$ cat config.mk
export PLATFORM = sky130hd
export DESIGN_NAME = lfgr_ctrl
export DESIGN_NICKNAME = d
export VERILOG_FILES = /design/src/hw/rtl/assert_macros.svh /design/src/hw/rtl/lfgr_pkg.sv /design/src/hw/rtl/lfgr_ctrl.sv
export SDC_FILE = /design/constraint.sdc
export NUM_CORES = 1
export LEC_CHECK = 0
export BUFFER_PORTS_ARGS = -buffer_cell sky130_fd_sc_hd__buf_2
export CAP_MARGIN = 20
export CORE_MARGIN = 2
export CORE_UTILIZATION = 45
export DETAILED_ROUTE_END_ITERATION = 10
export GPL_ROUTABILITY_DRIVEN = 0
export PLACE_DENSITY_LB_ADDON = 0.08
export RECOVER_POWER = 100
export REMOVE_ABC_BUFFERS = 1
export SYNTH_ARGS = -nofsm -noshare
export SYNTH_HDL_FRONTEND = slang
export SYNTH_SLANG_ARGS = --single-unit
export TNS_END_PERCENT = 100
$ cat constraint.sdc
create_clock -name clk_i -period 1.55 [get_ports clk_i]
set_clock_uncertainty 0.1 [all_clocks]
set_input_delay 0.155 -clock clk_i [delete_from_list [all_inputs] [get_ports clk_i]]
set_output_delay 0.155 -clock clk_i [all_outputs]
set_load 0.01 [all_outputs]
$ cat src/hw/rtl/assert_macros.svh
// Assertion macros shared by the RTL files that carry checks.
`ifndef ASSERT_MACROS_SVH
`define ASSERT_MACROS_SVH

// Check that a condition implies another in the same cycle.
`define ASSERT_SAME(label, clk, rst_n, lhs, rhs) \
  label: assert property (@(posedge clk) disable iff (!rst_n) (lhs) |-> (rhs)) \
    else $error("same-cycle implication failed");

// Check that a condition implies another in the next cycle.
`define ASSERT_NEXT(label, clk, rst_n, lhs, rhs) \
  label: assert property (@(posedge clk) disable iff (!rst_n) (lhs) |=> (rhs)) \
    else $error("next-cycle implication failed");

`endif

$ cat src/hw/rtl/lfgr_pkg.sv
// Types, codes and constants of the lagged Fibonacci gaussian generator.
package lfgr_pkg;

  localparam logic [1:0] OP_LOAD  = 2'd0;
  localparam logic [1:0] OP_UNIF  = 2'd1;
  localparam logic [1:0] OP_GAUSS = 2'd2;

  localparam int unsigned LAG_LONG  = 2281;
  localparam int unsigned LAG_SHORT = 1252;

  localparam logic [63:0] Q30 = 64'd1073741824;
  localparam logic [30:0] TWO_LN2_Q30 =
    31'((64'd13862943611 * Q30 + 64'd5000000000) / 64'd10000000000);
  localparam logic [32:0] TWO_PI_Q30 =
    33'((64'd6283185307 * Q30 + 64'd500000000) / 64'd1000000000);
  localparam logic [33:0] CORDIC_GAIN_Q30 =
    34'((64'd6072529350 * Q30 + 64'd5000000000) / 64'd10000000000);

  localparam int CORDIC_STEPS = 24;
  localparam int LOG_ROUNDS   = 30;
  localparam int SQRT_ROUNDS  = 22;

  localparam logic signed [26:0] OUT_MAX = 27'sd8388607;
  localparam logic signed [26:0] OUT_MIN = -27'sd8388608;

  typedef struct packed {
    logic [1:0]  operation;
    logic [11:0] seed_index;
    logic [63:0] seed_value;
  } item_t;

  typedef struct packed {
    logic               result_kind;
    logic [63:0]        uniform_word;
    logic [30:0]        scaled_value;
    logic signed [23:0] gauss_first;
    logic signed [23:0] gauss_second;
  } result_t;

  typedef struct packed {
    logic       latch;
    logic       load_wr;
    logic       rd_a;
    logic       rd_b;
    logic       sum;
    logic       sum_w2;
    logic       clamp;
    logic       mul0;
    logic       mul1;
    logic       emit_u;
    logic       norm;
    logic       log_step;
    logic       len;
    logic       pmul;
    logic       iter;
    logic       sqrt_en;
    logic [4:0] step;
    logic       fin0;
    logic       fin1;
    logic       emit_g;
  } cmd_t;

  typedef struct packed {
    logic norm_done;
  } status_t;

  // Arctangent of 2^-i in Q30.
  function automatic logic signed [33:0] cordic_atan(input logic [4:0] i);
    logic [63:0] d;
    case (i)
      5'd0:  d = 64'd7853981634;
      5'd1:  d = 64'd4636476090;
      5'd2:  d = 64'd2449786631;
      5'd3:  d = 64'd1243549945;
      5'd4:  d = 64'd624188100;
      5'd5:  d = 64'd312398334;
      5'd6:  d = 64'd156237286;
      5'd7:  d = 64'd78123411;
      5'd8:  d = 64'd39062301;
      5'd9:  d = 64'd19531225;
      5'd10: d = 64'd9765622;
      5'd11: d = 64'd4882812;
      default: d = 64'd0;
    endcase
    if (i < 5'd12) begin
      return $signed(34'((d * Q30 + 64'd5000000000) / 64'd10000000000));
    end
    return $signed(34'(34'd1 << (5'd30 - i)));
  endfunction

endpackage

$ cat src/hw/rtl/lfgr_ctrl.sv
// Controller state machine sequencing loads, draws and the gaussian units.
module lfgr_ctrl import lfgr_pkg::*; (
  input  logic       clk_i,
  input  logic       rst_ni,
  input  logic       start_i,
  input  logic [1:0] op_i,
  input  status_t    status_i,
  output cmd_t       cmd_o,
  output logic       busy_o
);

  localparam logic [3:0] S_IDLE  = 4'd0;
  localparam logic [3:0] S_LOAD  = 4'd1;
  localparam logic [3:0] S_RDA   = 4'd2;
  localparam logic [3:0] S_RDB   = 4'd3;
  localparam logic [3:0] S_SUM   = 4'd4;
  localparam logic [3:0] S_MUL0  = 4'd5;
  localparam logic [3:0] S_MUL1  = 4'd6;
  localparam logic [3:0] S_EMITU = 4'd7;
  localparam logic [3:0] S_NORM  = 4'd8;
  localparam logic [3:0] S_LOG   = 4'd9;
  localparam logic [3:0] S_LEN   = 4'd10;
  localparam logic [3:0] S_PMUL  = 4'd11;
  localparam logic [3:0] S_ITER  = 4'd12;
  localparam logic [3:0] S_FIN0  = 4'd13;
  localparam logic [3:0] S_FIN1  = 4'd14;
  localparam logic [3:0] S_FIN2  = 4'd15;

  logic [3:0] state_q, state_d;
  logic [4:0] cnt_q, cnt_d;
  logic       gauss_q, gauss_d;
  logic       second_q, second_d;

  // Sequence the datapath.
  always_comb begin
    cmd_o    = '0;
    state_d  = state_q;
    cnt_d    = cnt_q;
    gauss_d  = gauss_q;
    second_d = second_q;
    case (state_q)
      S_IDLE: begin
        if (start_i) begin
          cmd_o.latch = 1'b1;
          second_d    = 1'b0;
          cnt_d       = '0;
          case (op_i)
            OP_LOAD:  state_d = S_LOAD;
            OP_UNIF: begin
              gauss_d = 1'b0;
              state_d = S_RDA;
            end
            OP_GAUSS: begin
              gauss_d = 1'b1;
              state_d = S_RDA;
            end
            default: state_d = S_IDLE;
          endcase
        end
      end
      S_LOAD: begin
        cmd_o.load_wr = 1'b1;
        state_d       = S_IDLE;
      end
      S_RDA: begin
        cmd_o.rd_a = 1'b1;
        state_d    = S_RDB;
      end
      S_RDB: begin
        cmd_o.rd_b = 1'b1;
        state_d    = S_SUM;
      end
      S_SUM: begin
        cmd_o.sum = 1'b1;
        if (!gauss_q) begin
          state_d = S_MUL0;
        end else if (!second_q) begin
          cmd_o.clamp = 1'b1;
          second_d    = 1'b1;
          state_d     = S_RDA;
        end else begin
          cmd_o.sum_w2 = 1'b1;
          state_d      = S_NORM;
        end
      end
      S_MUL0: begin
        cmd_o.mul0 = 1'b1;
        state_d    = S_MUL1;
      end
      S_MUL1: begin
        cmd_o.mul1 = 1'b1;
        state_d    = S_EMITU;
      end
      S_EMITU: begin
        cmd_o.emit_u = 1'b1;
        state_d      = S_IDLE;
      end
      S_NORM: begin
        cmd_o.norm = 1'b1;
        if (status_i.norm_done) begin
          cnt_d   = '0;
          state_d = S_LOG;
        end
      end
      S_LOG: begin
        cmd_o.log_step = 1'b1;
        cnt_d          = cnt_q + 5'd1;
        if (cnt_q == 5'(LOG_ROUNDS - 1)) begin
          state_d = S_LEN;
        end
      end
      S_LEN: begin
        cmd_o.len = 1'b1;
        state_d   = S_PMUL;
      end
      S_PMUL: begin
        cmd_o.pmul = 1'b1;
        cnt_d      = '0;
        state_d    = S_ITER;
      end
      S_ITER: begin
        cmd_o.iter    = 1'b1;
        cmd_o.step    = cnt_q;
        cmd_o.sqrt_en = (cnt_q < 5'(SQRT_ROUNDS));
        cnt_d         = cnt_q + 5'd1;
        if (cnt_q == 5'(CORDIC_STEPS - 1)) begin
          state_d = S_FIN0;
        end
      end
      S_FIN0: begin
        cmd_o.fin0 = 1'b1;
        state_d    = S_FIN1;
      end
      S_FIN1: begin
        cmd_o.fin1 = 1'b1;
        state_d    = S_FIN2;
      end
      S_FIN2: begin
        cmd_o.emit_g = 1'b1;
        state_d      = S_IDLE;
      end
      default: state_d = S_IDLE;
    endcase
  end

  // Hold controller state.
  always_ff @(posedge clk_i or negedge rst_ni) begin
    if (!rst_ni) begin
      state_q  <= S_IDLE;
      cnt_q    <= '0;
      gauss_q  <= 1'b0;
      second_q <= 1'b0;
    end else begin
      state_q  <= state_d;
      cnt_q    <= cnt_d;
      gauss_q  <= gauss_d;
      second_q <= second_d;
    end
  end

  assign busy_o = (state_q != S_IDLE);

endmodule

### Word level (Yosys, flattened, before mapping)

Index checks and enable logic that the tools add are counted.

| word-level totals | value |
|---|---|
| flip-flop bits (word level) | 11 |
| bits in latches | 0 |
| bits in writable memories | 0 |
| bits in read-only memories | 0 |
| input bits | 6 |
| word-level logic and storage cells | 78 |
| memories kept | 0 |

| operators by class | value |
|---|---|
| add/sub/neg operators | 1 |
| multiply operators | 0 |
| divide/modulo/power cells | 0 |
| order comparisons | 1 |
| equal/unequal tests | 24 |
| shift operators | 0 |
| mux-type cells | 35 |
| bitwise operators | 0 |
| reductions and logical operators | 13 |

Operators with widths:

| kind | count |
|---|---|
| 4-bit one-hot mux with 14 select lines | 1 |
| 4-bit == test (second input constant) | 8 |
| 4-bit 2-to-1 mux | 6 |
| 5-bit one-hot mux with 4 select lines | 1 |
| 1-bit 2-to-1 mux | 19 |
| 4-bit by 3-bit == test with 1-bit output (second input constant) | 4 |
| 5-bit == test (second input constant) | 2 |
| 5-bit 2-to-1 mux | 2 |
| 2-bit != test (second input constant) | 5 |
| 3-bit AND reduction | 3 |
| 4-bit by 2-bit == test with 1-bit output (second input constant) | 2 |
| 4-bit nonzero test | 2 |
| 7-bit 2-to-1 mux | 1 |
| 5-bit by 1-bit adder with 5-bit output (second input constant) | 1 |
| 5-bit < comparator (second input constant) | 1 |
| 4-bit by 1-bit == test with 1-bit output (second input constant) | 1 |
| 4-bit zero test | 1 |
| 1-bit one-hot mux with 2 select lines | 2 |
| 2-bit one-hot mux with 2 select lines | 1 |
| 4-bit AND reduction | 1 |
| 2-bit nonzero test | 2 |
| 2-bit OR reduction | 2 |
| 3-bit 2-to-1 mux | 1 |
| 3-bit OR reduction | 1 |
| other kinds (4) | 4 |

### Depth between registers and ports, before layout

Gate-level depths: netlist of run 1.

| logic depth | value |
|---|---|
| depth after elaboration | 5 |
| gate-level depth with buffers | 6 |
| depth with buffers taken out | 6 |

### Worst setup path after synthesis of run 1

No wires, ideal clock.

| timing path | value |
|---|---|
| kind | register -> register |
| start | reg cnt_q[0] |
| end | reg state_q[0] |
| library setup time | 125 ps |
| data arrival time | 1260 ps |
| path slack | 65 ps |
| cell stages (with the launch flop) | 6 |
| buffers on the path | 0 |
| clock period less this slack | 1485 ps |
| cells stage by stage | dfrtp_1 -> ha_1 -> nand4b_1 -> a22oi_2 -> nor2_2 -> mux2_4 |

| on the way | value |
|---|---|
| word-level cells in the longest chain between the ends | 3 |
| elaborated cells on any way between the ends | 5 |
| classes of those cells | eq/ne (4); reduce/logical (1) |

RTL lines:

| what | line | RTL |
|---|---|---|
| from (decl) | lfgr_ctrl.sv:30 | `logic [4:0] cnt_q, cnt_d;` |
| from (signal assigned) | lfgr_ctrl.sv:155 | `cnt_q <= cnt_d;` |
| 5-bit == test (on tied branches) | lfgr_ctrl.sv:126, lfgr_ctrl.sv:108 |  |
| 2-bit != test (no source line) | - |  |
| 4-bit AND reduction (no source line) (*) | - |  |
| to (signal assigned) | lfgr_ctrl.sv:154 | `state_q <= state_d;` |
| to (decl) | lfgr_ctrl.sv:29 | `logic [3:0] state_q, state_d;` |

Every way passes the cells marked *; elsewhere a longest branch is shown, timed or not.
A chain may end at the register's enable or synchronous reset.

==> impl_results.md, run 1 <==
* Fill cells at 147
* Hold WC Path Type: primary input to flip-flop
* CP bufs+invs at 2
* H-tree Lvls at 1
* Number of diodes at 0
* Share of cells above drive strength 1 at 62.7%
* Synth unique cells at 45
* Status: finished with violations
* Critical path cell sequence: buf_6 > nor3_4 > a21boi_2 > buf_2
* Fin crit period at 1.67 ns
* Die area at 2630 µm²
* Total CTS buffers at 3
* Max Slew Vio Count at 0
* Area growth syn-to-layout at 72.3%
* Setup CP Type: flip-flop to output port
* Chip Width at 51.3 µm
* First-pass iteration count of the detailed router at 4
* Pwr per Cell Area at 1850 nW/µm²
* Clock sinks at 11
* DRT iter0 DRCs at 12
* Vias in the first global route at 970
* Nets@finish at 196
* RSZ-0062 raised after global routing: true
* Max frequency at 598 MHz
* Worst VDD drop at 1.19 mV
* WP data arrival at 1.42 ns
* Failing checks: negative setup slack
* Seq/Total Area, Yosys at 27.4%
* Synth Instances at 117
* DRC violations left at 0
* Grt ovf at 0
* Critical Path Max Stage Delay at 0.43 ns
* Crit-path slowest cell: dfrtp_1
* First-pass GRT wire length at 4310 µm
* Clock root cell: clkbuf_4
* Worst-path clk slew at 0.07 ns
* Global router's overall resource usage at 21.4%
* Delay-heaviest family, CP: flip-flops
* Predominant post-synthesis flop cell: dfrtp_1
* Final worst slack at -0.122 ns
* WL per Instance at 13.7 µm
* DR WL met2 at 1480 µm
* Final hold vios at 0
* Clock buffer depth at 2
* Least-Margin Pin Slew at 0.615 ns
* Post-synth EDFFs at 0
* Num rows at 17
* Total wire length at 2930 µm
* Critical path fanouts, max at 6
* TritonCTS clock tree: yes
* Post-Synthesis Cell Area at 1010 µm²
* Vias at 1074
* I/O pins at 31
* Critical Path End Type: output port
* Initial antenna violation count at 0
* Core area at 2170 µm²
* Largest net degree at the start of global routing at 12
* Seq cells post-synth at 11
* Die Ht at 51.3 µm
* FFs w/ async S/R, synth at 100%
* Critical path data required time at 1.29 ns
* Initial core utilization at 46.4%
* Worst skew pair latency at 0.26 ns
* Setup-failing EPs final at 20
* DR vias/cell at 5.04
* Routed Antenna Nets at 0
* Synth Warn # at 0
* Length of routed wiring on met1 at 1360 µm
* Routed length on met3 at 44 µm
* Post-Syn Area per Cell at 8.60 µm²
* Post-detail-place hpwl at 1780 µm
* Final worst path period share at 108%
* Total Power at 3.20 mW
* Max-cap violations at 0
* Core Util, Final at 79.9%
* Element type at the critical path start: flip-flop
* Max transition margin at 59.0%
* I/O Buffers at 30
* Pleak at 0.865 nW
* Top Layer Used: met4
registers in the layout, summed over array words and instances (netlist names):
name / flops
state_q: 4
cnt_q: 5
second_q: 1
gauss_q: 1
metrics by stage:
| step | std cells | cell area (µm²) | hold WS (ns) | setup WS (ns) | setup TNS, ns |
|---|---|---|---|---|---|
| after CTS | 204 | 1500 | 0.150 | -0.113 | -0.747 |
| after detailed placement | 184 | 1290 | -0.0601 | 0.0405 | 0 |
| final | 213 | 1730 | 0.152 | -0.122 | -1.38 |
| after global placement | 184 | 1290 | -0.0553 | 0.0539 | 0 |
| after global routing | 213 | 1730 | 0.178 | -0.207 | -3.07 |
| after floorplan | 108 | 945 | -0.241 | -0.240 | -1.07 |
placed cells by master (no fill, tap or decap), types with 3 or more instances in the layout:
master and count:
and2_1 3, ha_1 4, o21ai_1 4, nor2_4 3
inv_1 4, buf_4 26, nand3_1 4, nand2b_4 3
nor2_2 4, clkbuf_4 3, buf_6 18, nand2_4 3
a21oi_1 4, nor3_2 5, nor2_1 9, dfrtp_1 9
buf_2 25, mux2_4 3, nand2_1 6, nor3_4 3
cells in the mapped netlist, types with 3 or more instances:
cell type | instances | area, µm²
nand3_1 | 4 | 20.0
mux2_4 | 3 | 45.0
and2_1 | 4 | 25.0
buf_2 | 4 | 20.0
nand2b_1 | 4 | 25.0
o21ai_1 | 3 | 15.0
nor2b_1 | 3 | 18.8
nand2_1 | 9 | 33.8
inv_1 | 5 | 18.8
ha_1 | 4 | 50.1
dfrtp_1 | 11 | 275
buf_4 | 4 | 30.0
nor2_1 | 15 | 56.3
nor3_1 | 6 | 30.0
a21oi_1 | 4 | 20.0
power breakdown:
group	switching (mW)	leakage, nW	internal, mW
clock network	0.0987	0.0150	0.0993
logic	1.18	0.711	1.34
registers	0.107	0.139	0.381
total	1.38	0.865	1.82
cell families after synthesis:
family,after synthesis,synth area share (%)
and+or+nand+nor,62,37.1
DFF,11,27.4
AOI/OAI and AO/OA,19,12.7
adders and majority gates,4,4.98
buffers and inverters,14,7.96
muxes,4,5.47
xor gates and xnor gates,3,4.48
cell type report:
class	count	area (µm²)	area share [%]
Tap cell	28	35.0	2.02
Clock buffer	4	26.3	1.52
Inverter	5	18.8	1.08
Timing Repair Buffer	73	577	33.3
Sequential cell	11	278	16.0
Multi-Input combinational cell	92	798	46.1
repair_timing:
action,CTS,global route
endpoints found under the setup margin,22,29
cloned,0,0
setup buffers,16,11
pin swaps,9,20
hold buffers,1,0
gates resized for setup,19,37
hold endpoints to repair,11,0
tightest hold or removal path, stage by stage:
cell and delay, ns:
buf_2 0.11, nand3b_1 0.07, a21oi_1 0.06, nor2_1 0.08
worst paths after layout:
kind,start,end,slack [ns],cells past startpoint
min,start_i,second_q,0.15,4
max reg2reg,state_q[2],cnt_q[4],-0.09,7
max in group asynchronous,rst_ni,state_q[3],0.61,2
max,state_q[0],cmd_o[8],-0.12,4
min reg2reg,second_q,second_q,0.50,2
min in group asynchronous,rst_ni,cnt_q[2],0.31,2
routing by layer:
metal	up-vias	GRT usage [%]
met1	515	27.7
met4	0	7.02
li1	536	-
met2	17	38.1
met5	-	0
met3	6	0.877
Power figures use the tool's default switching activity.
==> run 2: changes to the inputs <==
Settings changed: BUFFER_PORTS_ARGS -buffer_cell sky130_fd_sc_hd__buf_2 to default, CORE_MARGIN 2 to default, CORE_UTILIZATION 45 to 55, DONT_BUFFER_PORTS from default to 1.
==> run 2 against run 1 <==
The flow still finishes with violations (negative setup slack); routed wire length is 25% higher; die area down 24%; cell count down 16%; setup slack worse by 0.010 ns; utilization up 11 points; first-iteration DRC count increased to 3.0 times the previous value; count of clock-buffer cells in the layout stayed put; sequential power rose by 9.0%; register-to-register slack worse by 0.04 ns; sequential share of layout area is 1.7 points higher; worst hold slack got worse by 0.096 ns; combinational power fell by 2%; critical path type unchanged; critical endpoint is now cmd_o[22].
==> impl_results.md, run 2 (same netlist as run 1, synthesis figures left out) <==
* WP data arrival at 1.43 ns (about the same)
* Fin crit period at 1.68 ns (+0.0104 ns)
* DR vias/cell at 6.13 (+22%)
* Area growth syn-to-layout at 56.7%
* Hold_ws at 0.0562 ns (-0.0960 ns)
* Setup-failing EPs final at 20 (unchanged)
* Fill cells at 71 (-52%)
* Total CTS buffers at 3 (unchanged)
* RSZ-0062 raised after global routing: true
* Dpl ws at 0.0289 ns (-0.0117 ns)
* Vias in the first global route at 868 (-11%)
* Largest net degree at the start of global routing at 12 (unchanged)
* DRT iter0 DRCs at 36 (+24)
* Pwr per Cell Area at 2040 nW/µm² (+10%)
* Die area at 2000 µm² (-24%)
* Clock buffer depth at 2 (unchanged)
* Critical path data required time at 1.29 ns (about the same)
* Vias at 1097 (+2.1%)
* Die Ht at 44.8 µm (-13%)
* Reg power frac at 16.6% (+1.4 points)
* Failing checks: negative setup slack
* Max frequency at 594 MHz (-0.62%)
* Pleak at 0.714 nW (-17%)
* Critical Path End Type: output port
* Max Slew Vio Count at 0 (unchanged)
* Num rows at 15 (-2)
* Core Util, Final at 91.3% (+11 points)
* Max transition margin at 60.8% (+1.8 points)
* Initial antenna violation count at 0 (unchanged)
* Share of cells above drive strength 1 at 56.5% (-6.2 points)
* Grt ovf at 0 (unchanged)
* First-pass GRT wire length at 3860 µm (-11%)
* I/O pins at 31 (unchanged)
* TritonCTS clock tree: yes
* DP Cell Count at 153 (-17%)
* Final hold vios at 0 (unchanged)
* Status: finished with violations
* Post-detail-place hpwl at 1600 µm (-10%)
* Routed Antenna Nets at 0 (unchanged)
* Number of diodes at 0 (unchanged)
* Leading cell type in the layout, fill and taps excluded: buf_4
* Final worst slack at -0.133 ns (-0.0104 ns)
* Worst VDD drop at 1.28 mV (+7.1%)
* Worst-path clk slew at 0.08 ns (about the same)
* Combinational power share at 76.8% (-1.8 points)
* First-pass iteration count of the detailed router at 4 (unchanged)
* WL per Instance at 20.4 µm (+48%)
* Max FFs per register at 5 (unchanged)
* Fin cells at 179 (-16%)
* Worst skew pair latency at 0.27 ns (about the same)
* Clock sinks at 11 (unchanged)
* Highest-count cells in the layout ignoring fill and taps: buf_4, nor2_1, buf_6
* Global router's overall resource usage at 26.6% (+5.3 points)
* Setup CP Type: flip-flop to output port
* Clk pwr share at 6.6% (+0.4 points)
* Least-Margin Pin Slew at 0.585 ns (-0.0293 ns)
* Regs by FF count: cnt_q: 5 flops, state_q: 4 flops
* Initial core utilization at 58.3% (+12 points)
* Internal power at 1.75 mW (-4.1%)
* Final worst path period share at 109% (+0.67 points)
* Hold WC Path Type: primary input to flip-flop
* Largest Register: cnt_q
* H-tree Lvls at 1 (unchanged)
* Total wire length at 3650 µm (+25%)
* Element type at the critical path start: flip-flop
* Switch share at 45.6% (+2.5 points)
* Max-cap violations at 0 (unchanged)
* Nets@finish at 165 (-16%)
* Critical path fanouts, max at 5 (-1)
* Chip Width at 44.8 µm (-13%)
* DRC violations left at 0 (unchanged)
* I/O Buffers at 0 (-100%)
* P_sw at 1.46 mW (+5.9%)
* Clock root cell: clkbuf_4
* Core area at 1730 µm² (-20%)
* Total Power at 3.21 mW (+0.20%)
==> run 2: changes by cell type in the layout (fill, tap and decap cells not counted), sizes merged <==
cell and change:
buf -31
==> run 2: worst paths after layout <==
path,startpoint,endpoint,slack (ns),cells past startpoint
max in group asynchronous,rst_ni,state_q[3],0.72,1
worst min-delay path,start_i,second_q,0.06,3
worst max-delay path,state_q[0],cmd_o[22],-0.13,5
worst max register to register,state_q[3],state_q[0],-0.13,6
worst min register to register,cnt_q[0],cnt_q[0],0.54,2
min in group asynchronous,rst_ni,cnt_q[2],0.21,1
==> run 2: stage by stage <==
stage	cell area, µm²	TNS (ns)
final	1580	-1.35
after global routing	1580	-1.95
after CTS	1380	-0.375
after detailed placement	1150	0
after global placement	1150	0
after floorplan	945	-1.07
==> run 2: repair_timing <==
item                                   in CTS  in global routing
gates cloned                                1                  1
pin swaps                                   7                 12
endpoints found under the hold margin      11                  0
gates resized for setup                    20                 29
hold buffers                                1                  0
setup endpoints to repair                  21                 27
buffers inserted                           10                  9
==> run 2: routing by layer <==
layer  global-route usage (%)  vias to the layer above  routed length (µm)
met4                     8.48                        0                 154
li1                         -                      478                   -
met1                     31.1                      544                1430
met3                     5.60                       20                 175
met5                        0                        -                   0
met2                     48.5                       55                1900
==> run 2: area by class of cell <==
class,instances,area (µm²),share of cell area (%)
multi-input cells,92,788,50.0
repair buffers,42,429,27.2
flip-flops and latches,11,280,17.8
well taps,25,31.3,1.98
clock buffers,4,26.3,1.67
inverters,5,21.3,1.35
==> run 2: power by group through the flow <==
| stage | Clock, mW | Sequential [mW] | Combinational, mW |
|---|---|---|---|
| 4_1_cts | 0.206 | 0.504 | 1.83 |
| 5_1_grt | 0.225 | 0.540 | 2.55 |
| 3_3_place_gp | 0 | 0.521 | 1.42 |
| 6_report | 0.212 | 0.533 | 2.46 |
| 2_1_floorplan | 0 | 0.653 | 0.811 |
| 3_5_place_dp | 0 | 0.522 | 1.45 |
==> run 2: worst max-delay path, cell delays in order (launching register included) <==
cell and delay, ns:
dfrtp_2 0.44, clkbuf_16 0.17, buf_6 0.10, nand2_4 0.06
nor3_2 0.21, buf_4 0.17
